## src/hdl/ftd_pkg.sv

```systemverilog
// Package for the FSK tone energy discriminator.
// Holds sample, term and result types, DFT coefficients and the arithmetic helpers.
// No dependencies.
package ftd_pkg;

  localparam int WIN_LEN    = 8;
  localparam int PROD_SHIFT = 7;
  localparam int SUM_SHIFT  = 3;

  typedef logic signed [7:0]  sample_t;
  typedef logic signed [7:0]  coef_t;
  typedef logic signed [7:0]  term_t;
  typedef logic        [14:0] square_t;
  typedef logic signed [15:0] diff_t;

  typedef sample_t sample_win_t [WIN_LEN];
  typedef term_t   term_win_t   [WIN_LEN];

  typedef struct packed {
    term_t re_hi;
    term_t im_hi;
    term_t re_lo;
    term_t im_lo;
  } parts_t;

  localparam coef_t LO_COS [WIN_LEN] = '{
    8'sd127, 8'sd90, 8'sd0, -8'sd90, -8'sd127, -8'sd90, 8'sd0, 8'sd90};
  localparam coef_t LO_SIN [WIN_LEN] = '{
    8'sd0, -8'sd90, -8'sd127, -8'sd90, 8'sd0, 8'sd90, 8'sd127, 8'sd90};
  localparam coef_t HI_COS [WIN_LEN] = '{
    8'sd127, 8'sd16, -8'sd123, -8'sd49, 8'sd110, 8'sd77, -8'sd90, -8'sd101};
  localparam coef_t HI_SIN [WIN_LEN] = '{
    8'sd0, -8'sd126, -8'sd33, 8'sd117, 8'sd63, -8'sd101, -8'sd90, 8'sd77};

  // Q7 product, floored
  function automatic term_t scaled_product(sample_t s, coef_t c);
    logic signed [15:0] p;
    logic signed [15:0] sh;
    p  = s * c;
    sh = p >>> PROD_SHIFT;
    return sh[7:0];
  endfunction

  // Sum of eight terms, floored by the window scale
  function automatic term_t scaled_sum(term_win_t t);
    logic signed [10:0] acc;
    logic signed [10:0] sh;
    acc = '0;
    for (int i = 0; i < WIN_LEN; i++) begin
      acc = acc + {{3{t[i][7]}}, t[i]};
    end
    sh = acc >>> SUM_SHIFT;
    return sh[7:0];
  endfunction

  function automatic square_t square(term_t x);
    logic signed [15:0] p;
    p = x * x;
    return p[14:0];
  endfunction

endpackage

```

## src/hdl/ftd_channels.sv

```systemverilog
// Channel interfaces of the FSK tone energy discriminator.
// Window channel carries eight samples, result channel one tone difference.
// Depends on ftd_pkg.
interface ftd_win_if import ftd_pkg::*; ();
  logic    valid;
  logic    ready;
  sample_t sample_0;
  sample_t sample_1;
  sample_t sample_2;
  sample_t sample_3;
  sample_t sample_4;
  sample_t sample_5;
  sample_t sample_6;
  sample_t sample_7;

  modport source (output valid, output sample_0, output sample_1, output sample_2,
                  output sample_3, output sample_4, output sample_5, output sample_6,
                  output sample_7, input ready);
  modport sink (input valid, input sample_0, input sample_1, input sample_2,
                input sample_3, input sample_4, input sample_5, input sample_6,
                input sample_7, output ready);
endinterface

interface ftd_res_if import ftd_pkg::*; ();
  logic  valid;
  logic  ready;
  diff_t tone_difference;

  modport source (output valid, output tone_difference, input ready);
  modport sink (input valid, input tone_difference, output ready);
endinterface

```

## src/hdl/ftd_front.sv

```systemverilog
// Front part: accepts a window, forms the scaled Q7 products and the scaled DFT sums.
// Two elastic stages; hands the four scaled parts to the queue.
// Depends on ftd_pkg and ftd_win_if.
module ftd_front import ftd_pkg::*; (
  input  logic     clk,
  input  logic     rst,
  ftd_win_if.sink  window,
  output logic     push_valid,
  input  logic     push_ready,
  output parts_t   push_parts
);

  sample_win_t s;
  term_win_t   re_hi_next, im_hi_next, re_lo_next, im_lo_next;
  term_win_t   re_hi, im_hi, re_lo, im_lo;
  logic        v1, v2;
  logic        ready1, ready2;
  parts_t      parts;

  assign s[0] = window.sample_0;
  assign s[1] = window.sample_1;
  assign s[2] = window.sample_2;
  assign s[3] = window.sample_3;
  assign s[4] = window.sample_4;
  assign s[5] = window.sample_5;
  assign s[6] = window.sample_6;
  assign s[7] = window.sample_7;

  assign ready2       = !v2 || push_ready;
  assign ready1       = !v1 || ready2;
  assign window.ready = ready1;

  always_comb begin
    for (int i = 0; i < WIN_LEN; i++) begin
      re_hi_next[i] = scaled_product(s[i], HI_COS[i]);
      im_hi_next[i] = scaled_product(s[i], HI_SIN[i]);
      re_lo_next[i] = scaled_product(s[i], LO_COS[i]);
      im_lo_next[i] = scaled_product(s[i], LO_SIN[i]);
    end
  end

  always_ff @(posedge clk) begin
    if (rst) begin
      v1 <= 1'b0;
      v2 <= 1'b0;
    end else begin
      if (ready1) v1 <= window.valid;
      if (ready2) v2 <= v1;
    end
  end

  always_ff @(posedge clk) begin
    if (ready1 && window.valid) begin
      re_hi <= re_hi_next;
      im_hi <= im_hi_next;
      re_lo <= re_lo_next;
      im_lo <= im_lo_next;
    end
    if (ready2 && v1) begin
      parts.re_hi <= scaled_sum(re_hi);
      parts.im_hi <= scaled_sum(im_hi);
      parts.re_lo <= scaled_sum(re_lo);
      parts.im_lo <= scaled_sum(im_lo);
    end
  end

  assign push_valid = v2;
  assign push_parts = parts;

endmodule

```

## src/hdl/ftd_queue.sv

```systemverilog
// Short queue between front and back parts.
// Holds scaled DFT parts; full and empty come from a registered fill count.
// Depends on ftd_pkg.
module ftd_queue import ftd_pkg::*; #(
  parameter int DEPTH = 2
) (
  input  logic   clk,
  input  logic   rst,
  input  logic   push_valid,
  output logic   push_ready,
  input  parts_t push_parts,
  output logic   pop_valid,
  input  logic   pop_ready,
  output parts_t pop_parts
);

  localparam int PTR_W = (DEPTH > 1) ? $clog2(DEPTH) : 1;
  localparam int CNT_W = $clog2(DEPTH + 1);

  parts_t           mem [DEPTH];
  logic [PTR_W-1:0] wr_ptr, rd_ptr;
  logic [CNT_W-1:0] count;
  logic             push, pop;

  assign push_ready = (count != CNT_W'(DEPTH));
  assign pop_valid  = (count != '0);
  assign push       = push_valid && push_ready;
  assign pop        = pop_valid && pop_ready;
  assign pop_parts  = mem[rd_ptr];

  always_ff @(posedge clk) begin
    if (push) mem[wr_ptr] <= push_parts;
  end

  always_ff @(posedge clk) begin
    if (rst) begin
      wr_ptr <= '0;
      rd_ptr <= '0;
      count  <= '0;
    end else begin
      if (push) wr_ptr <= (wr_ptr == PTR_W'(DEPTH - 1)) ? '0 : wr_ptr + 1'b1;
      if (pop)  rd_ptr <= (rd_ptr == PTR_W'(DEPTH - 1)) ? '0 : rd_ptr + 1'b1;
      case ({push, pop})
        2'b10:   count <= count + 1'b1;
        2'b01:   count <= count - 1'b1;
        default: count <= count;
      endcase
    end
  end

endmodule

```

## src/hdl/ftd_back.sv

```systemverilog
// Back part: squares the scaled parts, adds them into tone energies and subtracts.
// Square stage then output register; drives the result channel.
// Depends on ftd_pkg and ftd_res_if.
module ftd_back import ftd_pkg::*; (
  input  logic     clk,
  input  logic     rst,
  input  logic     pop_valid,
  output logic     pop_ready,
  input  parts_t   pop_parts,
  ftd_res_if.source result
);

  logic        vb, vo;
  logic        ready_b, ready_o;
  square_t     sq_re_hi, sq_im_hi, sq_re_lo, sq_im_lo;
  logic [15:0] e_hi, e_lo;
  logic signed [16:0] diff;
  diff_t       tone_difference;

  assign ready_o   = !vo || result.ready;
  assign ready_b   = !vb || ready_o;
  assign pop_ready = ready_b;

  assign e_hi = {1'b0, sq_re_hi} + {1'b0, sq_im_hi};
  assign e_lo = {1'b0, sq_re_lo} + {1'b0, sq_im_lo};
  assign diff = $signed({1'b0, e_hi}) - $signed({1'b0, e_lo});

  always_ff @(posedge clk) begin
    if (rst) begin
      vb <= 1'b0;
      vo <= 1'b0;
    end else begin
      if (ready_b) vb <= pop_valid;
      if (ready_o) vo <= vb;
    end
  end

  always_ff @(posedge clk) begin
    if (ready_b && pop_valid) begin
      sq_re_hi <= square(pop_parts.re_hi);
      sq_im_hi <= square(pop_parts.im_hi);
      sq_re_lo <= square(pop_parts.re_lo);
      sq_im_lo <= square(pop_parts.im_lo);
    end
    if (ready_o && vb) tone_difference <= diff[15:0];
  end

  assign result.valid           = vo;
  assign result.tone_difference = tone_difference;

endmodule

```

## src/hdl/fsk_tone_energy_discriminator_top.sv

```systemverilog
// FSK tone energy discriminator, top level.
// Window channel in: eight signed 8-bit samples per transfer, sample_0 oldest.
// Result channel out: tone_difference, 2200 Hz energy minus 1200 Hz energy.
// Throughput: one window per cycle while nothing stalls, set by the two-stage
// front (products, sums) and the two-stage back (squares, energy difference),
// each fully pipelined. A window passes the product, sum, queue, square and
// output registers in that order before its result shows on the result channel.
// Front and back are parted by a queue of QUEUE_DEPTH entries; a stalled result
// receiver fills the back stages, then the queue and then the front stages, and
// only then does the window channel drop ready. Results keep their value while
// stalled.
// Reset clears all valid flags, the queue pointers and the queue count, and the
// block is ready for a window in the first cycle after reset.
// Depends on ftd_pkg, ftd_channels, ftd_front, ftd_queue and ftd_back.
module fsk_tone_energy_discriminator_top import ftd_pkg::*; #(
  parameter int QUEUE_DEPTH = 2
) (
  input  logic      clk,
  input  logic      rst,
  ftd_win_if.sink   window,
  ftd_res_if.source result
);

  logic   push_valid, push_ready, pop_valid, pop_ready;
  parts_t push_parts, pop_parts;

  ftd_front u_front (
    .clk        (clk),
    .rst        (rst),
    .window     (window),
    .push_valid (push_valid),
    .push_ready (push_ready),
    .push_parts (push_parts)
  );

  ftd_queue #(.DEPTH(QUEUE_DEPTH)) u_queue (
    .clk        (clk),
    .rst        (rst),
    .push_valid (push_valid),
    .push_ready (push_ready),
    .push_parts (push_parts),
    .pop_valid  (pop_valid),
    .pop_ready  (pop_ready),
    .pop_parts  (pop_parts)
  );

  ftd_back u_back (
    .clk       (clk),
    .rst       (rst),
    .pop_valid (pop_valid),
    .pop_ready (pop_ready),
    .pop_parts (pop_parts),
    .result    (result)
  );

endmodule

```

## src/flat_wrapper.sv

```systemverilog
// flat-port wrapper written by rule: the top's interface ports become plain ports
module fsk_tone_energy_discriminator_top_flat import ftd_pkg::*;
#(
  parameter int QUEUE_DEPTH = 2
)
  (clk, rst, window_valid, window_sample_0, window_sample_1, window_sample_2, window_sample_3, window_sample_4, window_sample_5, window_sample_6, window_sample_7, window_ready, result_valid, result_tone_difference, result_ready);
  ftd_win_if window_i ();
  ftd_res_if result_i ();
  input  logic clk;
  input  logic rst;
  input wire logic [$bits(window_i.valid)-1:0] window_valid;
  input wire logic [$bits(window_i.sample_0)-1:0] window_sample_0;
  input wire logic [$bits(window_i.sample_1)-1:0] window_sample_1;
  input wire logic [$bits(window_i.sample_2)-1:0] window_sample_2;
  input wire logic [$bits(window_i.sample_3)-1:0] window_sample_3;
  input wire logic [$bits(window_i.sample_4)-1:0] window_sample_4;
  input wire logic [$bits(window_i.sample_5)-1:0] window_sample_5;
  input wire logic [$bits(window_i.sample_6)-1:0] window_sample_6;
  input wire logic [$bits(window_i.sample_7)-1:0] window_sample_7;
  output wire logic [$bits(window_i.ready)-1:0] window_ready;
  output wire logic [$bits(result_i.valid)-1:0] result_valid;
  output wire logic [$bits(result_i.tone_difference)-1:0] result_tone_difference;
  input wire logic [$bits(result_i.ready)-1:0] result_ready;
  assign window_i.valid = window_valid;
  assign window_i.sample_0 = window_sample_0;
  assign window_i.sample_1 = window_sample_1;
  assign window_i.sample_2 = window_sample_2;
  assign window_i.sample_3 = window_sample_3;
  assign window_i.sample_4 = window_sample_4;
  assign window_i.sample_5 = window_sample_5;
  assign window_i.sample_6 = window_sample_6;
  assign window_i.sample_7 = window_sample_7;
  assign window_ready = window_i.ready;
  assign result_valid = result_i.valid;
  assign result_tone_difference = result_i.tone_difference;
  assign result_i.ready = result_ready;
  fsk_tone_energy_discriminator_top #(.QUEUE_DEPTH(QUEUE_DEPTH)) u_core (.clk(clk), .rst(rst), .window(window_i), .result(result_i));
endmodule
```

## config.mk

```make
export PLATFORM = sky130hd
export DESIGN_NAME = fsk_tone_energy_discriminator_top_flat
export DESIGN_NICKNAME = d
export VERILOG_FILES = /design/src/hdl/ftd_pkg.sv /design/src/hdl/ftd_channels.sv /design/src/hdl/ftd_front.sv /design/src/hdl/ftd_queue.sv /design/src/hdl/ftd_back.sv /design/src/hdl/fsk_tone_energy_discriminator_top.sv /design/src/flat_wrapper.sv
export SDC_FILE = /design/constraint.sdc
export NUM_CORES = 2
export LEC_CHECK = 0
export BUFFER_PORTS_ARGS = -buffer_cell sky130_fd_sc_hd__buf_2
export CAP_MARGIN = 20
export CORE_MARGIN = 8
export CORE_UTILIZATION = 60
export DETAILED_ROUTE_END_ITERATION = 7
export PLACE_DENSITY = 0.8
export SYNTH_ARGS = -nofsm -noshare
export SYNTH_HDL_FRONTEND = slang
export SYNTH_SLANG_ARGS = --single-unit
```

## constraint.sdc

```tcl
create_clock -name clk -period 7.7 [get_ports clk]
set_input_delay 0.77 -clock clk [delete_from_list [all_inputs] [get_ports clk]]
set_output_delay 0.77 -clock clk [all_outputs]
set_load 0.1 [all_outputs]
```

==> summary.txt <==
Run status
  – Status: complete, no violations

Floorplan
  – Row count: 101
  – Starting utilization of the core area: 60.6%
  – Die outline area: 86,000 um2
  – Floorplan die width: 293 um
  – IO Count: 86
  – Core region area: 76,100 um2
  – Die extent in y: 293 um

Clock tree
  – # clock sinks: 358
  – Clock-pin slew on the worst setup and hold paths: 0.06 ns
  – Post-CTS setup buffers: 0
  – Total clock buffers created by CTS: 40
  – Maximum level of the CTS H-tree: 2
  – Clk Latency, worst-skew pair: 0.58 ns
  – Post-CTS Hold Fix Bufs: 0
  – Clock tree from TritonCTS: yes
  – Number of gates given a new drive strength after cts: 0
  – CTS Root Cell: sky130_fd_sc_hd__clkbuf_16
  – Maximum buffer depth of the clock tree: 3

Synthesis
  – Area share of the largest cell type after synthesis: 28.1%
  – Register area share after synthesis: 23.1%
  – Net Count, Synth: 5,712
  – Post-Synthesis Cell Area: 46,100 um2
  – Post-synth EDFFs: 349
  – Top cells by area, synth: sky130_fd_sc_hd__fa_1, sky130_fd_sc_hd__edfxtp_1, sky130_fd_sc_hd__ha_1
  – Top post-synthesis cells by count: sky130_fd_sc_hd__inv_1, sky130_fd_sc_hd__ha_1, sky130_fd_sc_hd__fa_1
  – Avg Cell Area, Syn: 10.8 um2
  – Number of storage elements in the synthesis netlist: 358
  – Post-Syn Instances: 4,285
  – Warning count from the yosys run: 0
  – Leading cell type by number of instances after synthesis: sky130_fd_sc_hd__inv_1
  – Synth async-reset ratio: 0%
  – Count of cell types in the netlist: 85
  – Leading register cell type out of synthesis: sky130_fd_sc_hd__edfxtp_1
  – Cell taking the most area after synthesis: sky130_fd_sc_hd__fa_1

Run
  – Maximum Capacitance Violations: 0

Routing
  – Detailed Routing Iterations Pass 1: 8
  – Number of nets with antenna violations after routing: 0
  – DR DRC count: 0
  – Final wirelength: 93,000 um
  – 1st-iter DRT viols: 1,640
  – Avg Vias per Cell: 5.31
  – Routed wire length per instance: 17.0 um
  – Via count: 29,000

STA
  – Slew headroom: 33.5%
  – Tcrit/Tclk final: 75.9%
  – Achievable clock frequency: 171 MHz
  – Transition time of the tightest slew-check pin: 0.997 ns
  – Max Transition Viols Final: 0
  – Number of hold violations in the final report: 0
  – RSZ-0062 raised after global routing: false
  – Sum Neg Setup Slack: 0 ns
  – Final setup violation count: 0
  – Setup skew after layout: 0.0254 ns
  – Min cycle time layout: 5.85 ns

Hold path
  – Hold path endpoint: u_core.u_front.v1
  – Classification of the worst-slack hold path: in -> reg
  – Min-Delay Startpoint: window_valid
  – Hold Path Depth: 3

Global routing
  – Pin count of the biggest net entering global routing: 80
  – Overall global routing resource usage: 22.1%
  – Vias in the first global route: 30,900
  – Initial antenna violation count: 2
  – Wire length of the first global-routing pass: 154,000 um
  – Total congestion overflow after global routing: 0

Worst setup path
  – CP Capture Type: flop
  – Setup slack of the worst register-to-register path: 1.85 ns
  – Worst flop-to-flop path endpoint: u_core.u_back.sq_im_lo[14]
  – Total buffers and inverters traversed by the critical path: 5
  – Peak per-stage delay on the critical path: 0.69 ns
  – Worst path arrival time: 6.15 ns
  – Startpoint Class: flop
  – Critical path start-end classification: reg -> reg
  – Critical path, cell by cell: buf_4, mux2i_1, inv_1, nand2_1, inv_1, fa_1, fa_1, fa_1, inv_1, fa_1, inv_1, ha_1, o21ai_0, a21oi_1, o41ai_1, o21ai_0, xnor2_1
  – CP Max Fanout: 17
  – CP max-delay cell: sky130_fd_sc_hd__dfxtp_2
  – Family with the most delay on the worst path: adder cells
  – Cell depth of the worst flop-to-flop path: 17
  – Worst endpoint required time: 8.00 ns

Cells and area
  – Net count of the finished layout: 5,820
  – Synthesis-to-finish area growth: 6.62%
  – Fraction of layout instances using a drive strength above 1: 5.13%

Place
  – Buffers on Ports: 85
  – Routability congestion estimate from global placement: 0.944
  – Post-detail-place hpwl: 79,100 um
[cell type report]
class / instances / area (um2)
multi-input combinational: 2785 / 31200
timing repair buffer: 93 / 485
sequential: 358 / 10700
fill: 5774 / 26900
inverter: 1115 / 4190
clock inverter: 29 / 359
antenna: 2 / 5.00
tap: 1030 / 1290
clock buffer: 45 / 1020
[layout by cell type, fill, tap and decap left out, drive strengths merged, types with 30 or more instances in the layout]
master / Yosys / final
ha: 712 / 712
edfxtp: 349 / 349
a21o: 36 / 36
xor2: 97 / 97
clkbuf: 19 / 45
mux2i: 35 / 35
o21a: 30 / 30
nor2b: 34 / 34
buf: 8 / 93
o21ai: 88 / 88
a21oi: 127 / 127
nand2: 129 / 129
inv: 1114 / 1120
nor2: 228 / 228
nor3: 55 / 55
fa: 647 / 647
xnor2: 267 / 267
[tightest hold or removal path, delay by kind of cell]
family	cells	cell delay (ns)
and+or+nand+nor	1	0.06
AOI/OAI and AO/OA	1	0.03
buffers and inverters	1	0.09
[metal layers]
metal	vias to the layer above	GRT usage (%)	wire length [um]
li1	13900	-	-
met1	14400	26.8	37700
met2	585	40.3	47700
met4	0	8.52	3940
met5	-	0	0
met3	158	2.36	3630
[registers in the layout, indices dropped and copies added, names as in the netlist, 14 cells and up, named ones only]
| signal | cells |
|---|---|
| u_core.u_back.sq_im_lo | 14 |
| u_core.u_back.sq_im_hi | 14 |
| u_core.u_queue.mem | 64 |
| u_core.u_front.re_lo | 48 |
| u_core.u_back.result.tone_difference | 16 |
| u_core.u_front.im_lo | 32 |
| u_core.u_front.im_hi | 56 |
| u_core.u_front.push_parts | 32 |
| u_core.u_back.sq_re_hi | 14 |
| u_core.u_back.sq_re_lo | 14 |
| u_core.u_front.re_hi | 45 |
[through the flow]
step / hold slack, ns / cell area (um2) / cells / utilization [%] / setup WS [ns]
2_1_floorplan: 0.421 / 46100 / 4285 / - / 1.65
3_3_place_gp: 0.422 / 47800 / 5381 / 62.8 / 1.99
3_5_place_dp: 0.430 / 47800 / 5381 / 62.8 / 1.88
4_1_cts: 0.394 / 49200 / 5455 / 64.6 / 1.83
5_1_grt: 0.425 / 49200 / 5457 / 64.6 / 1.43
6_report: 0.416 / 49200 / 5457 / 64.6 / 1.85
[cells by family (layout without fill, tap and decap cells)]
family / Yosys count / after routing / synth area share [%]
AOI/OAI and AO/OA: 436 / 436 / 6.18
xor gates and xnor gates: 364 / 364 / 6.93
adders and majority gates: 1359 / 1359 / 47.4
buffers and inverters: 1142 / 1282 / 9.35
DFF: 358 / 358 / 23.1
muxes: 50 / 50 / 1.29
other: 1 / 3 / 0.00813
and+or+nand+nor: 575 / 575 / 5.75
[worst max path at each step]
stage | start | endpoint | cells past startpoint
2_1_floorplan | u_core.u_queue.count[0] | u_core.u_front.im_hi[0] | 4
3_3_place_gp | flop | u_core.u_back.sq_im_lo[14] | 17
3_5_place_dp | flop | u_core.u_back.sq_im_lo[14] | 17
4_1_cts | flop | u_core.u_back.sq_im_lo[14] | 17
5_1_grt | flop | u_core.u_back.sq_im_lo[14] | 17
6_report | flop | u_core.u_back.sq_im_lo[14] | 17
Power is not shown: default switching activity piles up to over one toggle a cycle in this logic, so the estimate is an artifact.
